`src/rtl/crptp_pkg.sv`:
```
// Shared types and codes for the credit priority task picker.
package crptp_pkg;

    typedef enum logic [1:0] {
        ACT_TICK,
        ACT_CREATE,
        ACT_DELETE,
        ACT_SET_STATUS
    } t_action;

    typedef enum logic [3:0] {
        S_IDLE,
        S_TICK_SCAN,
        S_TICK_LAST,
        S_TICK_FIN,
        S_RELOAD,
        S_RELOAD_LAST,
        S_CREATE_SCAN,
        S_CHECK,
        S_SET_WR
    } t_state;

    localparam logic [1:0] ST_READY = 2'd0;

    localparam logic [1:0] ERR_NONE     = 2'd0;
    localparam logic [1:0] ERR_NO_READY = 2'd1;
    localparam logic [1:0] ERR_NO_FREE  = 2'd2;
    localparam logic [1:0] ERR_UNUSED   = 2'd3;

    typedef struct packed {
        logic [1:0] status;
        logic [7:0] prio;
        logic [7:0] credit;
    } t_slot;

endpackage

```
`src/rtl/credit_priority_task_picker_core.sv`:
```
// Credit priority task picker: slot table in a synchronous memory, sequenced access.
//
// A transaction is accepted when start is high and busy is low; each produces exactly
// one result, shown on o_result_id, o_ok and o_error_code for one cycle with o_done
// high. The receiver cannot stall, so the result must be taken in that cycle. The slot
// fields (status, priority, credit) live in one synchronous memory of NUM_TASKS entries
// with one registered read port and one write port; the in-use marks are flip-flops
// cleared by reset, and an unused entry is never consulted, so the memory needs no
// clearing pass. Transactions are sequenced as passes over that memory, one entry per
// cycle: a schedule tick scans every slot and then writes back the winner's decremented
// credit; when that credit reaches zero, a reload pass instead reloads every ready slot.
// Create walks the in-use marks from slot 0 until it finds a free slot; delete, and any
// request on an unused slot, finish in the check step; set status takes a check, then a
// read-modify-write of the entry.
module credit_priority_task_picker_core #(
    parameter int NUM_TASKS      = 16,
    parameter int INITIAL_CREDIT = 10
) (
    input  logic       i_clk,
    input  logic       i_rst_n,
    input  logic       start,
    output logic       busy,
    input  logic [1:0] i_action,
    input  logic [3:0] i_task_id,
    input  logic [7:0] i_priority_req,
    input  logic [1:0] i_new_status,
    output logic       o_done,
    output logic [3:0] o_result_id,
    output logic       o_ok,
    output logic [1:0] o_error_code
);
    import crptp_pkg::*;

    localparam int               IDX_W = $clog2(NUM_TASKS);
    localparam logic [IDX_W-1:0] LAST  = IDX_W'(NUM_TASKS - 1);
    localparam logic [7:0]       INIT_CREDIT = 8'(INITIAL_CREDIT);

    // Slot table memory and its registered read port
    t_slot r_mem [NUM_TASKS];
    t_slot r_rd_data;

    logic             mem_we;
    logic [IDX_W-1:0] mem_waddr;
    t_slot            mem_wdata;
    logic [IDX_W-1:0] mem_raddr;

    // Control and datapath registers
    t_state           r_state, n_state;
    logic [NUM_TASKS-1:0] r_used, n_used;
    logic [IDX_W-1:0] r_idx, n_idx;
    logic             r_pipe_vld;
    logic [IDX_W-1:0] r_pipe_idx;
    t_action          r_op;
    logic [3:0]       r_id;
    logic [7:0]       r_prio;
    logic [1:0]       r_new_status;
    logic             r_best_vld;
    logic [IDX_W-1:0] r_best_idx;
    logic [7:0]       r_best_credit;
    logic [7:0]       r_best_prio;
    logic [31:0]      r_tick_count;

    logic             r_done, n_done;
    logic [3:0]       r_result_id, n_result_id;
    logic             r_ok, n_ok;
    logic [1:0]       r_error_code, n_error_code;

    logic             accept;
    logic [IDX_W+3:0] id_wide;
    logic [IDX_W-1:0] id_idx;
    logic             id_valid;
    logic             pipe_ready;
    logic             better;
    logic             tick_cmp;
    logic [7:0]       new_credit;
    logic [IDX_W+3:0] best_wide;
    logic [IDX_W+3:0] idx_wide;

    assign accept = start && !busy;
    assign busy   = (r_state != S_IDLE);

    // Map the 4-bit task id onto the slot index space, whatever IDX_W is
    assign id_wide  = {{IDX_W{1'b0}}, r_id};
    assign id_idx   = id_wide[IDX_W-1:0];
    assign id_valid = (id_wide < (IDX_W + 4)'(NUM_TASKS)) && r_used[id_idx];

    // Result ids carry only the low four bits of a slot index
    assign best_wide = {4'b0, r_best_idx};
    assign idx_wide  = {4'b0, r_idx};

    // Entry arriving from the read port: is it an in-use ready slot?
    assign pipe_ready = r_used[r_pipe_idx] && (r_rd_data.status == ST_READY);

    // Most credit wins; a tie goes to equal-or-higher priority, i.e. the later slot
    assign better = !r_best_vld
                 || (r_rd_data.credit > r_best_credit)
                 || ((r_rd_data.credit == r_best_credit) && (r_rd_data.prio >= r_best_prio));

    assign tick_cmp = r_pipe_vld && pipe_ready && better
                   && ((r_state == S_TICK_SCAN) || (r_state == S_TICK_LAST));

    assign new_credit = (r_best_credit == 8'd0) ? 8'd0 : (r_best_credit - 8'd1);

    // Next state
    always_comb begin
        n_state = r_state;
        unique case (r_state)
            S_IDLE: begin
                if (accept) begin
                    unique case (t_action'(i_action))
                        ACT_TICK:       n_state = S_TICK_SCAN;
                        ACT_CREATE:     n_state = S_CREATE_SCAN;
                        ACT_DELETE,
                        ACT_SET_STATUS: n_state = S_CHECK;
                        default:        n_state = S_IDLE;
                    endcase
                end
            end
            S_TICK_SCAN:   if (r_idx == LAST) n_state = S_TICK_LAST;
            S_TICK_LAST:   n_state = S_TICK_FIN;
            S_TICK_FIN: begin
                if (r_best_vld && (new_credit == 8'd0)) n_state = S_RELOAD;
                else                                    n_state = S_IDLE;
            end
            S_RELOAD:      if (r_idx == LAST) n_state = S_RELOAD_LAST;
            S_RELOAD_LAST: n_state = S_IDLE;
            S_CREATE_SCAN: if (!r_used[r_idx] || (r_idx == LAST)) n_state = S_IDLE;
            S_CHECK: begin
                if (id_valid && (r_op == ACT_SET_STATUS)) n_state = S_SET_WR;
                else                                      n_state = S_IDLE;
            end
            S_SET_WR:      n_state = S_IDLE;
            default:       n_state = S_IDLE;
        endcase
    end

    // Outputs of the sequencer: memory access, in-use marks, scan index, result
    always_comb begin
        mem_we       = 1'b0;
        mem_waddr    = r_idx;
        mem_wdata    = '0;
        mem_raddr    = r_idx;
        n_used       = r_used;
        n_idx        = r_idx;
        n_done       = 1'b0;
        n_result_id  = r_result_id;
        n_ok         = r_ok;
        n_error_code = r_error_code;
        unique case (r_state)
            S_IDLE: begin
                n_idx = '0;
            end
            S_TICK_SCAN: begin
                n_idx = r_idx + IDX_W'(1);
            end
            S_TICK_LAST: begin
                n_idx = '0;
            end
            S_TICK_FIN: begin
                n_idx = '0;
                if (!r_best_vld) begin
                    n_done       = 1'b1;
                    n_result_id  = 4'd0;
                    n_ok         = 1'b0;
                    n_error_code = ERR_NO_READY;
                end else if (new_credit != 8'd0) begin
                    // Decrement only; a credit that hits zero is rewritten by the reload
                    mem_we       = 1'b1;
                    mem_waddr    = r_best_idx;
                    mem_wdata    = '{status: ST_READY, prio: r_best_prio, credit: new_credit};
                    n_done       = 1'b1;
                    n_result_id  = best_wide[3:0];
                    n_ok         = 1'b1;
                    n_error_code = ERR_NONE;
                end
            end
            S_RELOAD, S_RELOAD_LAST: begin
                if (r_state == S_RELOAD) begin
                    n_idx = r_idx + IDX_W'(1);
                end
                // Write back one entry behind the read, so the two never touch the same slot
                if (r_pipe_vld && pipe_ready) begin
                    mem_we    = 1'b1;
                    mem_waddr = r_pipe_idx;
                    mem_wdata = '{status: r_rd_data.status, prio: r_rd_data.prio,
                                  credit: r_rd_data.prio};
                end
                if (r_state == S_RELOAD_LAST) begin
                    n_done       = 1'b1;
                    n_result_id  = best_wide[3:0];
                    n_ok         = 1'b1;
                    n_error_code = ERR_NONE;
                end
            end
            S_CREATE_SCAN: begin
                if (!r_used[r_idx]) begin
                    mem_we         = 1'b1;
                    mem_waddr      = r_idx;
                    mem_wdata      = '{status: ST_READY, prio: r_prio, credit: INIT_CREDIT};
                    n_used[r_idx]  = 1'b1;
                    n_done         = 1'b1;
                    n_result_id    = idx_wide[3:0];
                    n_ok           = 1'b1;
                    n_error_code   = ERR_NONE;
                end else if (r_idx == LAST) begin
                    n_done       = 1'b1;
                    n_result_id  = 4'd0;
                    n_ok         = 1'b0;
                    n_error_code = ERR_NO_FREE;
                end else begin
                    n_idx = r_idx + IDX_W'(1);
                end
            end
            S_CHECK: begin
                mem_raddr = id_idx;
                if (!id_valid) begin
                    n_done       = 1'b1;
                    n_result_id  = r_id;
                    n_ok         = 1'b0;
                    n_error_code = ERR_UNUSED;
                end else if (r_op == ACT_DELETE) begin
                    mem_we         = 1'b1;
                    mem_waddr      = id_idx;
                    mem_wdata      = '0;
                    n_used[id_idx] = 1'b0;
                    n_done         = 1'b1;
                    n_result_id    = r_id;
                    n_ok           = 1'b1;
                    n_error_code   = ERR_NONE;
                end
            end
            S_SET_WR: begin
                mem_we       = 1'b1;
                mem_waddr    = id_idx;
                mem_wdata    = '{status: r_new_status, prio: r_rd_data.prio,
                                 credit: r_rd_data.credit};
                n_done       = 1'b1;
                n_result_id  = r_id;
                n_ok         = 1'b1;
                n_error_code = ERR_NONE;
            end
            default: begin
                n_idx = '0;
            end
        endcase
    end

    // Slot table memory
    always_ff @(posedge i_clk) begin
        if (mem_we) begin
            r_mem[mem_waddr] <= mem_wdata;
        end
        r_rd_data <= r_mem[mem_raddr];
    end

    // Control state
    always_ff @(posedge i_clk) begin
        if (!i_rst_n) begin
            r_state      <= S_IDLE;
            r_used       <= '0;
            r_pipe_vld   <= 1'b0;
            r_best_vld   <= 1'b0;
            r_done       <= 1'b0;
            r_tick_count <= '0;
        end else begin
            r_state    <= n_state;
            r_used     <= n_used;
            r_pipe_vld <= (r_state == S_TICK_SCAN) || (r_state == S_RELOAD);
            r_done     <= n_done;
            if (accept && (t_action'(i_action) == ACT_TICK)) begin
                r_tick_count <= r_tick_count + 32'd1;
            end
            // Drop the previous winner at the start of each transaction
            if (accept) begin
                r_best_vld <= 1'b0;
            end else if (tick_cmp) begin
                r_best_vld <= 1'b1;
            end
        end
    end

    // Payload registers
    always_ff @(posedge i_clk) begin
        r_idx        <= n_idx;
        r_pipe_idx   <= r_idx;
        r_result_id  <= n_result_id;
        r_ok         <= n_ok;
        r_error_code <= n_error_code;
        if (accept) begin
            r_op         <= t_action'(i_action);
            r_id         <= i_task_id;
            r_prio       <= i_priority_req;
            r_new_status <= i_new_status;
        end
        if (tick_cmp) begin
            r_best_idx    <= r_pipe_idx;
            r_best_credit <= r_rd_data.credit;
            r_best_prio   <= r_rd_data.prio;
        end
    end

    assign o_done       = r_done;
    assign o_result_id  = r_result_id;
    assign o_ok         = r_ok;
    assign o_error_code = r_error_code;

`ifndef SYNTHESIS
    a_done_when_idle: assert property (@(posedge i_clk) disable iff (!i_rst_n)
        o_done |-> !busy)
        else $error("result shown while a transaction is still in progress");

    a_accept_goes_busy: assert property (@(posedge i_clk) disable iff (!i_rst_n)
        (start && !busy) |=> busy)
        else $error("accepted transaction did not start the sequencer");

    a_ok_matches_code: assert property (@(posedge i_clk) disable iff (!i_rst_n)
        o_done |-> (o_ok == (o_error_code == ERR_NONE)))
        else $error("ok flag disagrees with error code");

    a_no_write_idle: assert property (@(posedge i_clk) disable iff (!i_rst_n)
        (r_state == S_IDLE) |-> !mem_we)
        else $error("slot table written while idle");
`endif

endmodule

```
`config.mk`:
```
export PLATFORM = sky130hd
export DESIGN_NAME = credit_priority_task_picker_core
export DESIGN_NICKNAME = d
export VERILOG_FILES = /design/src/rtl/crptp_pkg.sv /design/src/rtl/credit_priority_task_picker_core.sv
export SDC_FILE = /design/constraint.sdc
export NUM_CORES = 1
export LEC_CHECK = 0
export ABC_AREA = 1
export ABC_CLOCK_PERIOD_IN_PS = 4850
export BUFFER_PORTS_ARGS = -buffer_cell sky130_fd_sc_hd__buf_2
export CAP_MARGIN = 10
export CORE_UTILIZATION = 25
export CTS_BUF_LIST = sky130_fd_sc_hd__clkbuf_16
export DETAILED_ROUTE_END_ITERATION = 7
export GPL_TIMING_DRIVEN = 0
export MAX_ROUTING_LAYER = met4
export PLACE_DENSITY = 0.41
export SLEW_MARGIN = 10
export SYNTH_ARGS = -nofsm -noshare
export SYNTH_HDL_FRONTEND = slang
export SYNTH_SLANG_ARGS = --single-unit
```
`constraint.sdc`:
```
create_clock -name i_clk -period 4.85 [get_ports i_clk]
set_input_delay 0.485 -clock i_clk [delete_from_list [all_inputs] [get_ports i_clk]]
set_output_delay 0.485 -clock i_clk [all_outputs]
set_load 0.1 [all_outputs]
```
==> results of run 1 <==
state kept, by name, summed over array words and instances, names as in the netlist, 4 cells and up:
name	cells
r_state	4
r_used	16
r_best_prio	8
r_best_idx	4
id_idx	4
r_idx	4
r_mem	288
r_pipe_idx	4
o_result_id	4
r_best_credit	8
r_prio	8
r_rd_data	18
metrics by stage:
stage | total power, mW | hold slack (ps)
after global routing | 10.3 | 54.0
final | 9.89 | 67.5
after detailed placement | 6.71 | 363
after floorplan | 5.57 | 346
after global placement | 6.68 | 354
after CTS | 9.96 | 35.1
routing by layer:
layer	track usage, %	vias to the layer above	part of all wire, %
li1	-	5504	-
met1	22.3	5948	45
met2	26.7	361	47
met3	2.77	97	5.7
met4	5.05	0	2.6
met5	-	-	0
kinds of logic after synthesis:
family / Yosys count
simple gates: 535
flops: 380
compound gates: 355
buf+inv: 172
fa+ha+maj: 22
xor+xnor: 2
area by class of cell:
type	count	area, µm²	share of cell area, %
flip-flops and latches	380	11000	56.7
multi-input cells	914	4890	25.3
clock buffers	45	1130	5.82
well taps	855	1070	5.53
inverters	100	380	1.97
plain buffers	72	360	1.86
clock inverters	37	280	1.45
repair buffers	39	267	1.38
diodes	3	7.51	0.0388
synthesized netlist by cell type, types with 2 or more instances:
cell type and instances:
nor2_4 2, buf_4 3, nand4_1 4, o22ai_1 17, nor2_1 220, clkbuf_2 3, nand2_1 191, a31oi_1 3
o211ai_1 27, ha_1 22, a211oi_1 2, xor2_1 2, nand3_1 84, o21ai_2 3, o221ai_1 55, o21ai_0 166
inv_4 2, buf_6 5, a21oi_1 47, nand3_2 3, nor2_2 5, nand3b_1 4, o2111ai_1 10, buf_1 2
clkbuf_1 29, edfxtp_1 335, inv_2 10, buf_2 30, nor3_1 13, nor4_1 2, o21ai_1 16, nand2_2 5
inv_1 87, dfxtp_1 45
how the worst min path moves through the flow:
stage	start	endpoint	slack, ps	depth (start not counted)
finish	i_priority_req[3]	r_prio[3]$_DFFE_PP_	70	1
floorplan	r_idx[2]$_SDFFCE_PN0P_	r_pipe_idx[2]$_DFF_P_	350	0
detailed placement	r_idx[2]$_SDFFCE_PN0P_	r_pipe_idx[2]$_DFF_P_	360	0
global placement	r_idx[2]$_SDFFCE_PN0P_	r_pipe_idx[2]$_DFF_P_	350	0
global route	i_priority_req[3]	r_prio[3]$_DFFE_PP_	50	1
CTS	i_priority_req[3]	r_prio[3]$_DFFE_PP_	40	1
power by group through the flow:
stage	clock network, mW	registers (mW)	logic, mW
2_1_floorplan	0	4.10	1.47
3_3_place_gp	0	4.01	2.66
3_5_place_dp	0	4.01	2.70
4_1_cts	3.31	3.94	2.71
5_1_grt	3.43	3.96	2.91
6_report	3.24	3.94	2.71
==> qor.txt, run 1 <==
CP Launch Point = r_best_credit[0]$_DFFE_PP_
global route overflow = 0
RSZ-0062 raised after global routing = no
worst-path cell chain = inv_1 > ha_1 > inv_1 > nor2_1 > nand2_2 > nand3_1 > nand2_1 > nor2_1 > nand3_2 > nand3_1 > nand3_1 > a21oi_1 > nand3_1 > nor2_4
clk buf depth = 3
syn nets = 1507
P per Cell Area = 512 nW/µm²
Max Fclk = 261 MHz
Final ANT Viol Nets = 0
IO Pins = 28
reg2reg setup slack = 1020 ps
post-route cell area = 19300 µm²
Hold Path Class = input port to flip-flop
max-slew violations = 0
simple-gate share of the synthesized area = 13.7%
CP Capture Type = flip-flop
critical path's largest stage delay = 810 ps
vias in the first global route = 11600
Area Growth Syn to Fin = 18.0%
placer congestion estimate = 0.902
final core utilization = 29.9%
Yosys top cell area share = 61.4%
worst flop-to-flop path endpoint = r_mem[8][17]$_DFFE_PP_
Vias per Instance = 4.87
Startpoint Class = flip-flop
Placed Area = 17900 µm²
final wirelength = 55.0 mm
CP bufs+invs = 2
I/O Buffers = 26
Die X-Extent = 258 µm
largest net degree at the start of global routing = 19
Switch Pwr = 3.60 mW
post-synthesis sequential area ratio = 66.8%
clock sink count = 380
Compound-Gate Fraction of Synth Area = 13.2%
CTS hold repair buffers = 0
Die H = 258 µm
Post-CTS Setup Bufs = 0
post_cts resized = 0
core area = 64600 µm²
CP Max Fanout = 18
DRT Pass-1 Iters = 5
row count = 93
Final period util = 79.1%
CP most frequent cell = nand3_1
filler cell count = 6653
first-pass GRT wire length = 79.7 mm
CP Capture Point = r_mem[8][17]$_DFFE_PP_
WP data arrival = 4020 ps
slowest CP cell = nor2_4
Async S/R FF share, synth = 0%
slew margin rel. = 15.2%
syn_area_per_cell = 11.2 µm²
Leakage = 6.33 nW
Max H-tree Level = 2
Num CTS Buffers = 45
leading area contributor after synthesis = edfxtp_1
DP Wirelength = 36.7 mm
Distinct cells, synth = 46
Sequential Power Share = 39.8%
Synth Cell Area = 16400 µm²
cell count after synthesis = 1466
clk slew on worst S/H paths = 60 ps
critical path's top delay family = simple AND/OR/NAND/NOR gates
maxcap violations = 0
Required @ worst endpoint = 5030 ps
CTS tree = yes
reg2reg path depth = 14
Via Count = 11900
Starting Density = 25.4%
register bit total from synthesis = 380
worst slew pin tran = 1270 ps
Placed Cells = 2359
Placement Setup Slack = 1110 ps
Critical Path Stages = 14
status = completed
min Tclk post-route = 3830 ps
dominant synthesized flop cell = edfxtp_1
Avg WL per Cell = 22.5 µm
type of the worst setup path = flip-flop to flip-flop
Nets = 1593
Synth Area in Adders = 1.68%
Sw Share = 36.4%
Post-Layout Cell Count = 2445
setup TNS = 0 ps
clk_lat worst skew = 600 ps
root buf cell = clkbuf_16
commonest non-fill, non-tap cell in the layout = edfxtp_1
Pint = 6.29 mW
final worst setup slack = 1020 ps
worst reg2reg path startpoint = r_best_credit[0]$_DFFE_PP_
initial antenna violation count = 2
final setup vio count = 0
xor and xnor area share after synthesis = 0.107%
clock share of power = 32.8%
DIE AREA = 66600 µm²
layout cell share with drive strength beyond 1 = 12.6%
EDFF count, synth = 335
DRC viols = 0
combinational power share = 27.4%
synth top area cells = edfxtp_1 (61%), dfxtp_1 (5.5%), o21ai_0 (5.1%)
Setup Skew = 48.3 ps
Yosys warning count = 0
post-synthesis mux area share = 0%
main combinational cell family by area after synthesis = simple AND/OR/NAND/NOR gates
peak supply drop = 0.250 mV
most frequent cells in the layout = edfxtp_1 (335), nor2_1 (202), nand2_1 (191), o21ai_0 (166), inv_1 (100)
DRT iter0 DRCs = 1119
endpoints failing hold = 0
Total GRT Usage = 16.9%
No activity file was read; power rests on OpenSTA's default activity.
==> inputs of run 2 (changes only) <==
--- a/config.mk
+++ b/config.mk
@@ -6,7 +6,7 @@
 export NUM_CORES = 1
 export LEC_CHECK = 0
 export ABC_AREA = 1
-export ABC_CLOCK_PERIOD_IN_PS = 4850
+export ABC_CLOCK_PERIOD_IN_PS = 3750
 export BUFFER_PORTS_ARGS = -buffer_cell sky130_fd_sc_hd__buf_2
 export CAP_MARGIN = 10
 export CORE_UTILIZATION = 25
==> constraint.sdc (replaced) <==
create_clock -name i_clk -period 3.75 [get_ports i_clk]
set_input_delay 0.375 -clock i_clk [delete_from_list [all_inputs] [get_ports i_clk]]
set_output_delay 0.375 -clock i_clk [all_outputs]
set_load 0.1 [all_outputs]
==> qor.txt, run 2 (same netlist as run 1, synthesis figures left out) <==
Final period util = 92.2%
Nets = 1629
largest register by flop count = r_mem
reg2reg path depth = 15
Hold Path Class = input port to flip-flop
Sw Share = 36.3%
IO Pins = 28
DIE AREA = 66600 µm²
first-pass GRT wire length = 79.9 mm
CP Capture Type = flip-flop
combinational power share = 27.6%
M3 GR Usage = 2.77%
Max H-tree Level = 2
Placed Cells = 2359
critical path's largest stage delay = 520 ps
min Tclk post-route = 3460 ps
max-slew violations = 0
Num CTS Buffers = 45
Required @ worst endpoint = 4010 ps
filler cell count = 6610
Critical Path Stages = 15
Max Fclk = 289 MHz
Leakage = 6.56 nW
Setup Skew = 50.7 ps
vias in the first global route = 11700
Sequential Power Share = 39.8%
clk buf depth = 3
GRT busiest layer = met2
DRC viols = 0
Die H = 258 µm
CP most frequent cell = nand2_1
hold slack = 258 ps
clk slew on worst S/H paths = 50 ps
most frequent cells in the layout = edfxtp_1 (335), nor2_1 (202), nand2_1 (191), o21ai_0 (166), inv_1 (100)
WP data arrival = 3720 ps
Startpoint Class = flip-flop
post-route cell area = 19900 µm²
worst flop-to-flop path endpoint = r_mem[3][0]$_DFFE_PP_
CP Capture Point = r_mem[3][0]$_DFFE_PP_
Final ANT Viol Nets = 0
Avg WL per Cell = 22.3 µm
global route overflow = 0
placer congestion estimate = 0.902
layout cell share with drive strength beyond 1 = 13.6%
Die X-Extent = 258 µm
post_cts resized = 0
I/O Buffers = 26
clock share of power = 32.6%
total power = 12.8 mW
Vias per Instance = 4.84
CP Max Fanout = 10
Switch Pwr = 4.65 mW
slowest CP cell = edfxtp_1
clk_lat worst skew = 600 ps
CP Launch Point = r_idx[0]$_SDFFCE_PN0P_
peak supply drop = 0.321 mV
top flop regs = r_mem x288, r_rd_data x18, r_used x16
final setup vio count = 0
critical path's top delay family = simple AND/OR/NAND/NOR gates
met2 Use GR = 26.8%
worst-path cell chain = buf_2 > o21ai_0 > nand2_1 > nand2_1 > nand2_1 > nor2_2 > nand2_1 > nand2_1 > nor2_1 > nand3_2 > inv_1 > nor2_2 > nand2_2 > nor2_4 > buf_16
DRT iter0 DRCs = 1123
GRT met1 Usage = 22.2%
worst slew pin tran = 1180 ps
Pint = 8.16 mW
endpoints failing hold = 0
reg2reg setup slack = 290 ps
DP Wirelength = 36.7 mm
P per Cell Area = 644 nW/µm²
row count = 93
Placed Area = 17900 µm²
Via Count = 12000
CP bufs+invs = 3
maxcap violations = 0
root buf cell = clkbuf_16
initial antenna violation count = 2
commonest non-fill, non-tap cell in the layout = edfxtp_1
core area = 64600 µm²
DRT Pass-1 Iters = 5
RSZ-0062 raised after global routing = no
largest net degree at the start of global routing = 19
slew margin rel. = 21.4%
clock sink count = 380
Total GRT Usage = 16.9%
Starting Density = 25.4%
CTS tree = yes
Area Growth Syn to Fin = 21.3%
type of the worst setup path = flip-flop to flip-flop
final wirelength = 55.3 mm
Post-Layout Cell Count = 2482
max reg flops = 288
worst reg2reg path startpoint = r_idx[0]$_SDFFCE_PN0P_
status = completed
==> run 2: changes by cell type in the layout (fill, tap and decap cells not counted) <==
| cell | before | now |
|---|---|---|
| buf_12 | 0 | 19 |
| dlygate4sd3_1 | 0 | 16 |
| buf_4 | 11 | 12 |
| diode_2 | 3 | 4 |
==> run 2: layout make-up <==
| type | count | area, µm² | share of cell area (%) |
|---|---|---|---|
| inverters | 100 | 380 | 1.91 |
| diodes | 4 | 10.0 | 0.0503 |
| plain buffers | 72 | 360 | 1.81 |
| well taps | 855 | 1070 | 5.38 |
| clock buffers | 45 | 1130 | 5.66 |
| repair buffers | 75 | 815 | 4.10 |
| flip-flops and latches | 380 | 11000 | 55.1 |
| clock inverters | 37 | 280 | 1.41 |
| multi-input cells | 914 | 4890 | 24.6 |
==> run 2: per-stage QoR <==
stage / TNS (ps) / util [%] / setup slack, ps
global route: 0 / 30.8 / 82.9
CTS: 0 / 30.2 / 3.09
finish: 0 / 30.8 / 292
global placement: -257850 / 27.2 / -1220
floorplan: 0 / - / 692
detailed placement: 0 / 27.7 / 8.42
==> run 2: metal layers <==
metal  share of wire [%]  routed length [µm]  up-vias
met1                  45               25000     5971
met4                 2.7                1470        0
met5                   0                   0        -
met2                  46               25700      371
met3                 5.6                3110      100
li1                    -                   -     5575
==> run 2: timing repair <==
item / in CTS / in global routing
endpoints found under the setup margin: 13 / 225
pin swaps: 2 / 13
hold endpoints to repair: 16 / 0
setup buffers: 2 / 18
hold buffers: 16 / 0
==> run 2: worst min-delay path by stage <==
stage	start	end	slack (ps)	cells past startpoint
after CTS	i_rst_n	r_used[0]$_SDFFE_PN0P_	230	3
final	i_rst_n	r_used[9]$_SDFFE_PN0P_	260	3
after detailed placement	r_idx[2]$_SDFFCE_PN0P_	r_pipe_idx[2]$_DFF_P_	360	0
after global placement	r_idx[2]$_SDFFCE_PN0P_	r_pipe_idx[2]$_DFF_P_	350	0
after floorplan	r_idx[2]$_SDFFCE_PN0P_	r_pipe_idx[2]$_DFF_P_	350	0
after global routing	i_rst_n	r_used[9]$_SDFFE_PN0P_	280	3
==> run 2: power by group through the flow <==
stage | Combinational [mW] | Clock, mW | Sequential, mW
after global placement | 3.45 | 0 | 5.19
after floorplan | 1.91 | 0 | 5.30
after global routing | 3.80 | 4.43 | 5.13
after detailed placement | 3.50 | 0 | 5.18
after CTS | 3.52 | 4.28 | 5.10
final | 3.53 | 4.18 | 5.09
==> run 2: tightest hold or removal path: stages <==
cell	delay (ps)
clkbuf_1	250
nand2_1	140
nor2_1	30
==> inputs of run 3 (changes only) <==
--- a/config.mk
+++ b/config.mk
@@ -5,7 +5,6 @@
 export SDC_FILE = /design/constraint.sdc
 export NUM_CORES = 1
 export LEC_CHECK = 0
-export ABC_AREA = 1
 export ABC_CLOCK_PERIOD_IN_PS = 3750
 export BUFFER_PORTS_ARGS = -buffer_cell sky130_fd_sc_hd__buf_2
 export CAP_MARGIN = 10
==> qor.txt, run 3 <==
CP Max Fanout = 9
Sequential Power Share = 42.3%
Placed Cells = 1886
worst flop-to-flop path endpoint = r_mem[3][3]$_DFFE_PP_
global route overflow = 0
worst hold start = i_action[1]
Startpoint Class = flip-flop
clk slew on worst S/H paths = 50 ps
status = completed
Pint = 8.21 mW
Total GRT Usage = 13.6%
Synth Cell Area = 16100 µm²
Hold Path End = r_op[1]$_DFFE_PP_
most frequent cell after synthesis = edfxtp_1
setup TNS = 0 ps
DRT Pass-1 Iters = 8
Vias per Instance = 4.63
Post-Layout Cell Count = 2006
most frequent cells in the layout = edfxtp_1 (335), mux4_2 (80), nand2_1 (78), buf_2 (45), dfxtp_1 (45)
max reg flops = 288
I/O Buffers = 27
Nets = 1168
CP Capture Type = flip-flop
DRT iter0 DRCs = 645
largest net degree at the start of global routing = 21
Num CTS Buffers = 42
post-synthesis sequential area ratio = 68.0%
Die X-Extent = 256 µm
final setup vio count = 0
IO Pins = 28
layout cell share with drive strength beyond 1 = 24.9%
largest register by flop count = r_mem
total power = 12.1 mW
row count = 92
root buf cell = clkbuf_16
hold slack = 54.6 ps
CTS tree = yes
Die H = 256 µm
final wirelength = 43.1 mm
filler cell count = 6306
Hold Path Class = input port to flip-flop
EDFF count, synth = 335
Yosys top cell area share = 62.5%
syn nets = 1038
worst reg2reg path startpoint = r_pipe_idx[0]$_DFF_P_
endpoints failing hold = 0
clk buf depth = 3
Via Count = 9288
clock sink count = 380
max-slew violations = 0
combinational power share = 24.2%
commonest cells in the synthesized netlist = edfxtp_1 (335), mux4_2 (80), nand2_1 (80), nor2_1 (54), dfxtp_1 (45)
Setup Skew = 20.6 ps
peak supply drop = 0.288 mV
P per Cell Area = 617 nW/µm²
RSZ-0062 raised after global routing = no
vias in the first global route = 9692
Area Growth Syn to Fin = 21.3%
placer congestion estimate = 0.864
leading area contributor after synthesis = edfxtp_1
Max Fclk = 280 MHz
cell count after synthesis = 997
DP Wirelength = 30.6 mm
first-pass GRT wire length = 65.0 mm
commonest non-fill, non-tap cell in the layout = edfxtp_1
Distinct cells, synth = 69
DRC viols = 0
Required @ worst endpoint = 4010 ps
type of the worst setup path = flip-flop to flip-flop
Final ANT Viol Nets = 0
maxcap violations = 0
reg2reg setup slack = 170 ps
Async S/R FF share, synth = 0%
core area = 63300 µm²
Max H-tree Level = 2
Switch Pwr = 3.85 mW
Antenna diodes = 0
dominant synthesized flop cell = edfxtp_1
reg2reg path depth = 9
worst slew pin tran = 1100 ps
DIE AREA = 65400 µm²
Starting Density = 25.4%
clock share of power = 33.5%
clk_lat worst skew = 570 ps
syn_area_per_cell = 16.2 µm²
hold path depth = 1
min Tclk post-route = 3580 ps
register bit total from synthesis = 380
Yosys warning count = 0
synth top area cells = edfxtp_1 (62%), mux4_2 (11%), dfxtp_1 (5.6%)
WP data arrival = 3840 ps
Avg WL per Cell = 21.5 µm
Final period util = 95.4%
Leakage = 6.12 nW
top flop regs = r_mem x288, r_rd_data x18, r_used x16
slew margin rel. = 24.7%
initial antenna violation count = 0
final core utilization = 30.9%
Sw Share = 31.9%
[run 3: changes by cell type after synthesis, sizes merged, moves of 24 or more]
cell,change
a21oi,-33
nor2,-174
o211ai,-25
o221ai,-52
mux4,+80
a31oi,+24
inv,-62
nand3,-64
o21ai,-164
nand2,-116
[run 3: power groups by stage]
stage	combinational (mW)	sequential, mW	clock [mW]
after floorplan	1.80	5.22	0
after global placement	2.84	5.19	0
after detailed placement	2.85	5.19	0
after CTS	2.95	5.10	4.17
after global routing	3.16	5.12	4.31
final	2.92	5.10	4.04
[run 3: repair_timing]
action,in CTS,in global routing
hold endpoints to repair,14,0
pin swaps,17,1
hold buffers,14,0
setup endpoints to repair,425,339
resized for setup,23,17
setup buffers,29,0
[run 3: worst max-delay path by stage]
stage	from	end	slack (ps)	cells past startpoint
2_1_floorplan	r_idx[1]$_SDFFCE_PN0P_	r_mem[14][0]$_DFFE_PP_	210	9
3_3_place_gp	r_state[0]$_SDFFE_PN0P_	r_mem[6][9]$_DFFE_PP_	-1480	9
3_5_place_dp	r_state[0]$_SDFFE_PN0P_	r_mem[3][10]$_DFFE_PP_	-630	10
4_1_cts	r_best_credit[0]$_DFFE_PP_	r_mem[10][8]$_DFFE_PP_	7	11
5_1_grt	r_idx[1]$_SDFFCE_PN0P_	r_mem[0][11]$_DFFE_PP_	5	7
6_report	r_pipe_idx[0]$_DFF_P_	r_mem[3][3]$_DFFE_PP_	170	9
[run 3: kinds of logic after synthesis]
logic type	after synthesis	share of synthesized area (%)
AO/OA/AOI/OAI	154	7.24
XOR/XNOR	11	0.598
adder cells (fa/ha/maj)	22	1.71
buffers and inverters	89	2.32
flip-flops	380	68.0
multiplexers	104	12.7
AND/OR/NAND/NOR	237	7.35
[run 3: metrics by stage]
stage	instance area [µm²]	setup WS (ps)
floorplan	16100	214
global placement	17300	-1480
detailed placement	17600	-629
CTS	19500	7.04
global route	19500	5.44
finish	19500	173
[run 3: routing by layer]
metal / wire length [µm] / global-route usage [%]
met1: 20000 / 18.2
met2: 20200 / 21.2
met3: 1840 / 2.34
met4: 1020 / 3.91
met5: 0 / -
[run 3: layout make-up]
| cell class | count | area [µm²] | area share (%) |
|---|---|---|---|
| flip-flops and latches | 380 | 11000 | 56.1 |
| well taps | 846 | 1060 | 5.42 |
| clock inverters | 35 | 295 | 1.51 |
| multi-input cells | 528 | 4990 | 25.6 |
| repair buffers | 86 | 805 | 4.12 |
| inverters | 38 | 143 | 0.730 |
| clock buffers | 42 | 1050 | 5.38 |
| plain buffers | 51 | 234 | 1.20 |
[run 3: worst max-delay path, cell delays in order, from the launching register on]
cell and delay, ps:
dfxtp_1 370, buf_2 270, mux4_2 560, o2111ai_2 330, a21bo_2 270, a222oi_1 430
o221a_2 320, nand3_2 250, nor2_4 290, buf_8 180
